--- config.mk ---
export PLATFORM = sky130hd
export DESIGN_NAME = bounded_stack_min_max
export DESIGN_NICKNAME = d
export VERILOG_FILES = /design/src/bsmm_pkg.sv /design/src/bsmm_cell.sv /design/src/bsmm_head.sv /design/src/bounded_stack_min_max.sv
export SDC_FILE = /design/constraint.sdc
export NUM_CORES = 2
export LEC_CHECK = 0
export BUFFER_PORTS_ARGS = -buffer_cell sky130_fd_sc_hd__buf_2
export CAP_MARGIN = 20
export CELL_PAD_IN_SITES_DETAIL_PLACEMENT = 0
export CELL_PAD_IN_SITES_GLOBAL_PLACEMENT = 1
export CORE_ASPECT_RATIO = 0.5
export CORE_UTILIZATION = 24
export DETAILED_ROUTE_END_ITERATION = 10
export HOLD_SLACK_MARGIN = 0.15
export PLACE_DENSITY_LB_ADDON = 0.3
export SLEW_MARGIN = 25
export SYNTH_ARGS = -nofsm -noshare
export SYNTH_HDL_FRONTEND = slang
export SYNTH_SLANG_ARGS = --single-unit
--- constraint.sdc ---
create_clock -name clk_i -period 56.9 [get_ports clk_i]
set_clock_uncertainty 0.2 [all_clocks]
set_input_delay 17.07 -clock clk_i [delete_from_list [all_inputs] [get_ports clk_i]]
set_output_delay 17.07 -clock clk_i [all_outputs]
set_load 0.05 [all_outputs]
--- src/bsmm_pkg.sv ---
// types, codes and constants shared by the min/max stack modules
package bsmm_pkg;

  localparam int unsigned WordW  = 32;
  localparam int unsigned CountW = 5;

  // top of an empty stack reads as all ones
  localparam logic signed [WordW-1:0] EmptyTop = '1;

  typedef enum logic [0:0] {
    OP_PUSH = 1'b0,
    OP_POP  = 1'b1
  } op_e;

  typedef enum logic [1:0] {
    ST_DONE      = 2'd0,
    ST_OVERFLOW  = 2'd1,
    ST_UNDERFLOW = 2'd2
  } status_e;

  // what every cell of the chain does at a clock edge
  typedef enum logic [1:0] {
    SH_HOLD = 2'b00,
    SH_PUSH = 2'b01,
    SH_POP  = 2'b10
  } shift_e;

  typedef struct packed {
    op_e                     op;
    logic signed [WordW-1:0] value;
  } in_item_t;

  typedef struct packed {
    status_e                 status;
    logic signed [WordW-1:0] popped_value;
    logic signed [WordW-1:0] top_value;
    logic signed [WordW-1:0] max_value;
    logic signed [WordW-1:0] min_value;
    logic [CountW-1:0]       entry_count;
  } out_item_t;

  // one stack slot: the word and the max/min of it and everything below
  typedef struct packed {
    logic signed [WordW-1:0] entry;
    logic signed [WordW-1:0] run_max;
    logic signed [WordW-1:0] run_min;
  } slot_t;

endpackage

--- src/bsmm_cell.sv ---
// one slot of the stack chain, shifting towards or away from the top
module bsmm_cell
  import bsmm_pkg::*;
(
  input  logic   clk_i,
  input  shift_e mode_i,
  input  slot_t  above_i,
  input  slot_t  below_i,
  output slot_t  slot_o
);

  slot_t slot_q, slot_d;

  always_comb begin
    unique case (mode_i)
      SH_PUSH: slot_d = above_i;
      SH_POP:  slot_d = below_i;
      default: slot_d = slot_q;
    endcase
  end

  always_ff @(posedge clk_i) begin
    slot_q <= slot_d;
  end

  assign slot_o = slot_q;

endmodule

--- src/bsmm_head.sv ---
// head logic: decodes an item, builds the pushed slot and the result
module bsmm_head
  import bsmm_pkg::*;
#(
  parameter int unsigned Depth = 16,
  localparam int unsigned CntW = $clog2(Depth + 1)
) (
  input  in_item_t        item_i,
  input  slot_t           top_i,
  input  slot_t           second_i,
  input  logic [CntW-1:0] fill_i,
  output logic [CntW-1:0] fill_o,
  output shift_e          mode_o,
  output slot_t           push_slot_o,
  output out_item_t       result_o
);

  logic                full;
  logic                empty;
  slot_t               shown;

  assign full  = (fill_i == CntW'(Depth));
  assign empty = (fill_i == '0);

  always_comb begin
    push_slot_o.entry   = item_i.value;
    push_slot_o.run_max = (!empty && (top_i.run_max > item_i.value)) ? top_i.run_max
                                                                    : item_i.value;
    push_slot_o.run_min = (!empty && (top_i.run_min < item_i.value)) ? top_i.run_min
                                                                    : item_i.value;
  end

  always_comb begin
    mode_o                = SH_HOLD;
    fill_o                = fill_i;
    shown                 = top_i;
    result_o.status       = ST_DONE;
    result_o.popped_value = '0;
    unique case (item_i.op)
      OP_PUSH: begin
        if (full) begin
          result_o.status = ST_OVERFLOW;
        end else begin
          mode_o = SH_PUSH;
          fill_o = fill_i + CntW'(1);
          shown  = push_slot_o;
        end
      end
      OP_POP: begin
        if (empty) begin
          result_o.status = ST_UNDERFLOW;
        end else begin
          mode_o                = SH_POP;
          fill_o                = fill_i - CntW'(1);
          shown                 = second_i;
          result_o.popped_value = top_i.entry;
        end
      end
      default: begin
        mode_o = SH_HOLD;
      end
    endcase

    if (fill_o == '0) begin
      result_o.top_value = EmptyTop;
      result_o.max_value = '0;
      result_o.min_value = '0;
    end else begin
      result_o.top_value = shown.entry;
      result_o.max_value = shown.run_max;
      result_o.min_value = shown.run_min;
    end

    // count carries the low bits of the fill level
    result_o.entry_count = CountW'(fill_o);
  end

endmodule

--- src/bounded_stack_min_max.sv ---
// bounded stack top level: head logic, chain of slot cells and result register
// latency: a result appears in the cycle after its item is accepted
// throughput: one item per cycle unless the output stalls; slots shift in one step
// in_ready_o follows the result register: free, or being emptied in the same cycle
// reset (rst_ni low, asynchronous) empties the stack and drops any waiting result
// slot contents are not reset; only the fill level says which slots are live
module bounded_stack_min_max
  import bsmm_pkg::*;
#(
  parameter int unsigned DEPTH = 16
) (
  input  logic      clk_i,
  input  logic      rst_ni,
  input  logic      in_valid_i,
  output logic      in_ready_o,
  input  in_item_t  in_item_i,
  output logic      out_valid_o,
  input  logic      out_ready_i,
  output out_item_t out_item_o
);

  localparam int unsigned CntW = $clog2(DEPTH + 1);

  // fill level: number of live slots, slot 0 is always the top
  logic [CntW-1:0] fill_q, fill_d;

  // result register
  logic      out_valid_q;
  out_item_t out_q;

  logic      in_accept;
  shift_e    mode;
  shift_e    cell_mode;
  slot_t     push_slot;
  out_item_t result;
  slot_t     slots [DEPTH];

  // next item goes in as soon as the result register is free or draining
  assign in_ready_o = !out_valid_q || out_ready_i;
  assign in_accept  = in_valid_i && in_ready_o;

  bsmm_head #(
    .Depth (DEPTH)
  ) u_head (
    .item_i      (in_item_i),
    .top_i       (slots[0]),
    .second_i    (slots[1]),
    .fill_i      (fill_q),
    .fill_o      (fill_d),
    .mode_o      (mode),
    .push_slot_o (push_slot),
    .result_o    (result)
  );

  // chain only moves on an accepted item
  assign cell_mode = in_accept ? mode : SH_HOLD;

  // push moves every slot one place deeper, pop one place towards the top
  for (genvar k = 0; k < DEPTH; k++) begin : g_cell
    slot_t above;
    slot_t below;

    if (k == 0) begin : g_top
      assign above = push_slot;
    end else begin : g_inner_above
      assign above = slots[k-1];
    end

    if (k == DEPTH - 1) begin : g_bottom
      // nothing below the deepest slot; it just keeps its word, no longer live
      assign below = slots[k];
    end else begin : g_inner_below
      assign below = slots[k+1];
    end

    bsmm_cell u_cell (
      .clk_i   (clk_i),
      .mode_i  (cell_mode),
      .above_i (above),
      .below_i (below),
      .slot_o  (slots[k])
    );
  end

  always_ff @(posedge clk_i or negedge rst_ni) begin
    if (!rst_ni) begin
      fill_q      <= '0;
      out_valid_q <= 1'b0;
    end else begin
      if (in_accept) begin
        fill_q      <= fill_d;
        out_valid_q <= 1'b1;
      end else if (out_ready_i) begin
        out_valid_q <= 1'b0;
      end
    end
  end

  // result payload, no reset needed
  always_ff @(posedge clk_i) begin
    if (in_accept) begin
      out_q <= result;
    end
  end

  assign out_valid_o = out_valid_q;
  assign out_item_o  = out_q;

  // fill level never goes past the depth
  assert property (@(posedge clk_i) disable iff (!rst_ni)
    fill_q <= CntW'(DEPTH))
    else $error("fill level above depth");

  // an accepted push onto a stack with room raises the fill level by one
  assert property (@(posedge clk_i) disable iff (!rst_ni)
    (in_accept && in_item_i.op == OP_PUSH && fill_q != CntW'(DEPTH))
    |=> (fill_q == $past(fill_q) + CntW'(1)))
    else $error("push did not raise fill level");

  // a successful pop reports the word that was on top
  assert property (@(posedge clk_i) disable iff (!rst_ni)
    (in_accept && in_item_i.op == OP_POP && fill_q != '0)
    |=> (out_q.popped_value == $past(slots[0].entry)))
    else $error("popped word is not the old top");

  // the new top slot after a push holds the pushed word
  assert property (@(posedge clk_i) disable iff (!rst_ni)
    (in_accept && in_item_i.op == OP_PUSH && fill_q != CntW'(DEPTH))
    |=> (slots[0].entry == $past(in_item_i.value)))
    else $error("top slot does not hold pushed word");

endmodule
# ---- Yosys cells after proc, flatten, opt, wreduce, memory -nomap -nowiden
# Cells that the tools add are included.
dict set report word_totals {
  register_bits 1677
  in_bits 37
  elab_cells 107
}
dict set report op_classes {
  mux 32
  bitwise_logic 1
  reduce_logical 11
  eq_ne 3
  n_addsub 2
  order_cmp 2
}
# operator n
set ops {}
lappend ops {{$pmux W96 S2} 16}
lappend ops {{$mux W96} 2}
lappend ops {{$mux W32} 2}
lappend ops {{$gt A32 B32 Y1} 1}
lappend ops {{$lt A32 B32 Y1} 1}
lappend ops {{$logic_not A5 Y1} 2}
lappend ops {{$mux W5} 2}
lappend ops {{$pmux W5 S2} 1}
lappend ops {{$pmux W2 S2} 2}
lappend ops {{$mux W2} 3}
lappend ops {{$add A5 B1 Y5 const B} 1}
lappend ops {{$eq A5 B5 Y1 const B} 1}
lappend ops {{$sub A5 B1 Y5 const B} 1}
lappend ops {{$mux W1} 4}
lappend ops {{$reduce_bool A2 Y1} 2}
lappend ops {{$logic_and A1 B1 Y1} 3}
lappend ops {{$eq A2 B1 Y1 const B} 1}
lappend ops {{$eq A2 B2 Y1 const B} 1}
lappend ops {{$logic_not A1 Y1} 2}
lappend ops {{$reduce_or A2 Y1} 1}
lappend ops {{$logic_or A1 B1 Y1} 1}
lappend ops {{$not A1 Y1} 1}

# ---- Logic depth before layout (Yosys ltp)
dict set report depth {
  ltp_word 6
  mapped_depth 15
  mapped_depth_nobuf 10
}

# ---- Hierarchy
# A second synthesis with hierarchy kept.
dict set report unflattened {
  hier_cells 4366
  hier_area_um2 78754.3
}
# mod cells_each n_inst area_per_inst_um2 seq_area_each_um2
set modules_own_cells {}
lappend modules_own_cells {bsmm_cell 206 16 4265.3 2882.8}
lappend modules_own_cells {bsmm_head 918 1 6178.4 0.0}
lappend modules_own_cells {bounded_stack_min_max 152 1 4330.4 4204.0}

# ---- Worst setup path before layout
# OpenSTA, ideal clock, no wires.
dict set report synth_timing {
  path_type {input-to-reg}
  start {input out_ready_i}
  end {register g_cell[0].u_cell.slot_q, in the netlist g_cell[0].u_cell.slot_o[0], enable pin}
  arrival_ns 48.966
  cell_stages 6
  required_ns 54.924
  slack_ns 5.958
  n_path_buf 0
  cell_sequence {nand2b_1 > nand2_1 > inv_1 > nand2_1 > ha_1 > inv_1}
}
dict set report synth_via {
  elab_chain_cells 5
  word_cells_on_any_way 6
}
# element line
set synth_rtl {}
lappend synth_rtl {{from (decl)} bounded_stack_min_max.sv:18} ;# input logic out_ready_i,
lappend synth_rtl {{$logic_or A1 B1 Y1 (*)} bounded_stack_min_max.sv:39} ;# assign in_ready_o = !out_valid_q || out_ready_i;
lappend synth_rtl {{$logic_and A1 B1 Y1 (*)} bounded_stack_min_max.sv:40} ;# assign in_accept = in_valid_i && in_ready_o;
lappend synth_rtl {{net in_accept} bounded_stack_min_max.sv:31} ;# logic in_accept;
lappend synth_rtl {{$mux W2 (*)} bounded_stack_min_max.sv:56} ;# assign cell_mode = in_accept ? mode : SH_HOLD;
lappend synth_rtl {{$eq A2 B1 Y1 or $eq A2 B2 Y1 (tied branches)} n/a}
lappend synth_rtl {{$reduce_bool A2 Y1 (no line) (*)} n/a}
lappend synth_rtl {{to (signal assigned)} bsmm_cell.sv:23} ;# slot_q <= slot_d;
lappend synth_rtl {{to (decl)} bsmm_cell.sv:12} ;# slot_t slot_q, slot_d;
# Mark *: on every way through the listed nets, which the timed path passes. The rest lies on a longest branch.
# A chain may end at the register's enable or synchronous reset.

# ---- Final worst setup path
dict set report layout_timing {
  start {input out_ready_i}
  end {output in_ready_o}
}
dict set report layout_via {
  elab_chain_cells 1
}
# element line
set layout_rtl {}
lappend layout_rtl {{$logic_or A1 B1 Y1} bounded_stack_min_max.sv:39}
lappend layout_rtl {{to (decl)} bounded_stack_min_max.sv:15} ;# output logic in_ready_o,
# Every way passes these cells.

==> run metrics <==
status=completed; Placed Cells=8,270; Max Cap Violations=0; vias in the first global route=37,900; sequential power share=48.6%; RR Startpoint=fill_q[1]; Port-buffer cells=173; VDD IR max=31.3 uV; via count=37,100; clock power share=31.6%; height of the die=391 um; Avg Cell Area, Syn=17.0 um2; worst flop-to-flop path endpoint=g_cell[4].u_cell.slot_o[82]; final-report hold violation count=0; die width=781 um; LEAKAGE=0.0274 uW; final setup vio count=0; Initial Util=24.2%; Net Switching=1060 uW; CTS Hold Bufs=0; Startpoint Class=primary input; post-synthesis sequential area ratio=69.1%; post-layout min period=34.83 ns; Worst EP required=39.63 ns; GR Util All Layers=10.5%; worst r2r path cells=13; final period utilization=61.2%; final-stage net count=4,526; CP most frequent cell=buf_2; RSZ-0062 raised after global routing=false; Hold Path Origin=g_cell[14].u_cell.slot_o[94]; logic gate share of total power=19.7%; TritonCTS clock tree=done; Ys Warns=0; final WL=165 mm; core footprint=301,000 um2; commonest cells after routing, fill and taps aside=edfxtp_1 (1,671), mux2_2 (1,317), nand2_1 (190); PD cells=43.5 nW/um2; Int Pwr=2610 uW; worst setup path class=primary input to output port; syn nets=4,395; clk sink count=1,677; Most used DFF post-synth=edfxtp_1; first-pass GRT wire length=248 mm; share of layout cells above drive strength 1=39.3%; Post-synth EDFFs=1,671; fraction of registers with async set/reset=0.358%; Metal-1 WL=74.4 mm; CTS Buffer Depth=3; clock-pin transition on the worst setup and hold timing paths=0.06 ns; Placer Congestion=0.736; slowest CP cell=buf_2; pin count of the biggest net entering global routing=208; Critical Path End Type=output port; Slew Viols, Final=0; Seq cells post-synth=1,677; FP Rows=142; crit path max fanout=3; worst hold stages=0; io pins=174; Initial DRC Count=2,898; post-route ant nets=0; Worst R2R Setup Slack=49.56 ns; final cell count without fillers=8,599; H-tree levels=4; FMAX=28.7 MHz; DR WL met2=80.1 mm; CP Cell Sequence=buf_2 -> nand2b_1 -> buf_2; root buffer cell=clkbuf_16; hpwl dp=103 mm; vias per cell=4.31; post-synthesis cell type count=40; Die ar.=306,000 um2; post-synthesis instance total=4,291; WL met3=5.64 mm; drt pass-1 iters=7; Post-CTS Setup Inserts=0; class of the worst hold path=register to register; GRT overflow=0; CP max stage delay=0.28 ns; CTS buffer count=178; critical path arrival=17.56 ns; worst slew pin tran=1.03 ns; sink of the worst hold path=g_cell[15].u_cell.slot_o[94]; commonest non-fill, non-tap cell in the layout=edfxtp_1; Fin Setup TNS=0 ns; uppermost routed layer=met4; clk_lat worst skew=0.82 ns; initial antenna violation count=5; post-CTS sizing=0; Syn Std Cell Area=72,800 um2; Slew HR=31.5%; # DRC=0; routed len/inst=19.2 um; Net Sw Frac=28.8%; area grow syn2layout=15.5%
worst max-delay path, delay by kind of cell:
kind	cells	cell delay, ns
and+or+nand+nor	1	0.13
buffers and inverters	2	0.36
synth_stat cells (4+ instances only):
cell | count | share of area (%)
edfxtp_1 | 1671 | 69
mux2_2 | 1317 | 20
clkbuf_1 | 251 | 1.3
nand2_1 | 190 | 0.98
nand3_1 | 97 | 0.67
o21ai_0 | 78 | 0.54
inv_1 | 74 | 0.38
ha_1 | 67 | 1.2
mux2i_1 | 66 | 0.91
a22o_1 | 65 | 0.78
and3_1 | 64 | 0.55
nor2_1 | 46 | 0.24
nand4_1 | 40 | 0.34
a221o_1 | 34 | 0.47
a21oi_1 | 33 | 0.23
nand3b_1 | 33 | 0.34
o211ai_1 | 33 | 0.34
a22oi_1 | 32 | 0.33
o311ai_0 | 31 | 0.37
buf_1 | 14 | 0.072
a21o_1 | 7 | 0.072
buf_2 | 6 | 0.041
dfrtp_1 | 6 | 0.21
nand2b_1 | 5 | 0.043
nor3_1 | 5 | 0.034
nor2b_1 | 4 | 0.034
final cells by class:
type / instances / area [um2]
clock inverters: 102 / 1090
repair buffers: 222 / 1440
multi-input cells: 2269 / 21200
fillers: 30000 / 217000
diodes: 1 / 2.50
flip-flops and latches: 1677 / 50300
inverters: 74 / 295
well taps: 4032 / 5040
clock buffers: 222 / 4660
registers in the layout, indices dropped and copies added, names as in the netlist:
register and flops:
g_cell.u_cell.slot_o 1536, out_item_o 135, fill_q 5, out_valid_o 1
metrics by stage:
stage | worst slack, ns | utilization, % | power [uW] | hold WS (ns) | instance area [um2]
2_1_floorplan | 5.96 | - | 2500 | 0.220 | 72800
3_3_place_gp | 22.00 | 26.0 | 2500 | 0.230 | 78200
3_5_place_dp | 22.07 | 26.0 | 2540 | 0.227 | 78200
4_1_cts | 22.07 | 27.9 | 3720 | 0.223 | 83900
5_1_grt | 22.02 | 28.0 | 3830 | 0.228 | 84100
6_report | 22.07 | 28.0 | 3660 | 0.227 | 84100
routing by layer:
| layer | global-route usage [%] | up-vias |
|---|---|---|
| met4 | 3.42 | 0 |
| li1 | - | 17200 |
| met2 | 17.7 | 557 |
| met5 | 0 | - |
| met3 | 1.64 | 256 |
| met1 | 13.8 | 19100 |
power groups by stage:
stage	Combinational, uW	Clock [uW]	Sequential, uW
3_5_place_dp	729	0	1810
5_1_grt	780	1240	1810
2_1_floorplan	466	0	2030
4_1_cts	732	1200	1790
6_report	723	1160	1780
3_3_place_gp	704	0	1800
cells by family (layout without fill, tap and decap cells):
kind of cell	after synthesis	count (layout)	share of synthesized area, %
xor gates and xnor gates	2	2	0.0241
AOI/OAI and AO/OA	318	318	3.19
adders and majority gates	67	67	1.15
other	0	1	0
and+or+nand+nor	498	498	3.39
muxes	1384	1384	21.3
DFF	1677	1677	69.1
buffers and inverters	345	620	1.79
worst max-delay path by stage:
stage / startpoint / to / cells past startpoint
after floorplan: out_ready_i / g_cell[0].u_cell.slot_o[0] / 6
after global placement: out_ready_i / in_ready_o / 3
after detailed placement: out_ready_i / in_ready_o / 3
after CTS: out_ready_i / in_ready_o / 3
after global routing: out_ready_i / in_ready_o / 3
final: out_ready_i / in_ready_o / 3
Power figures use the tool's default switching activity.
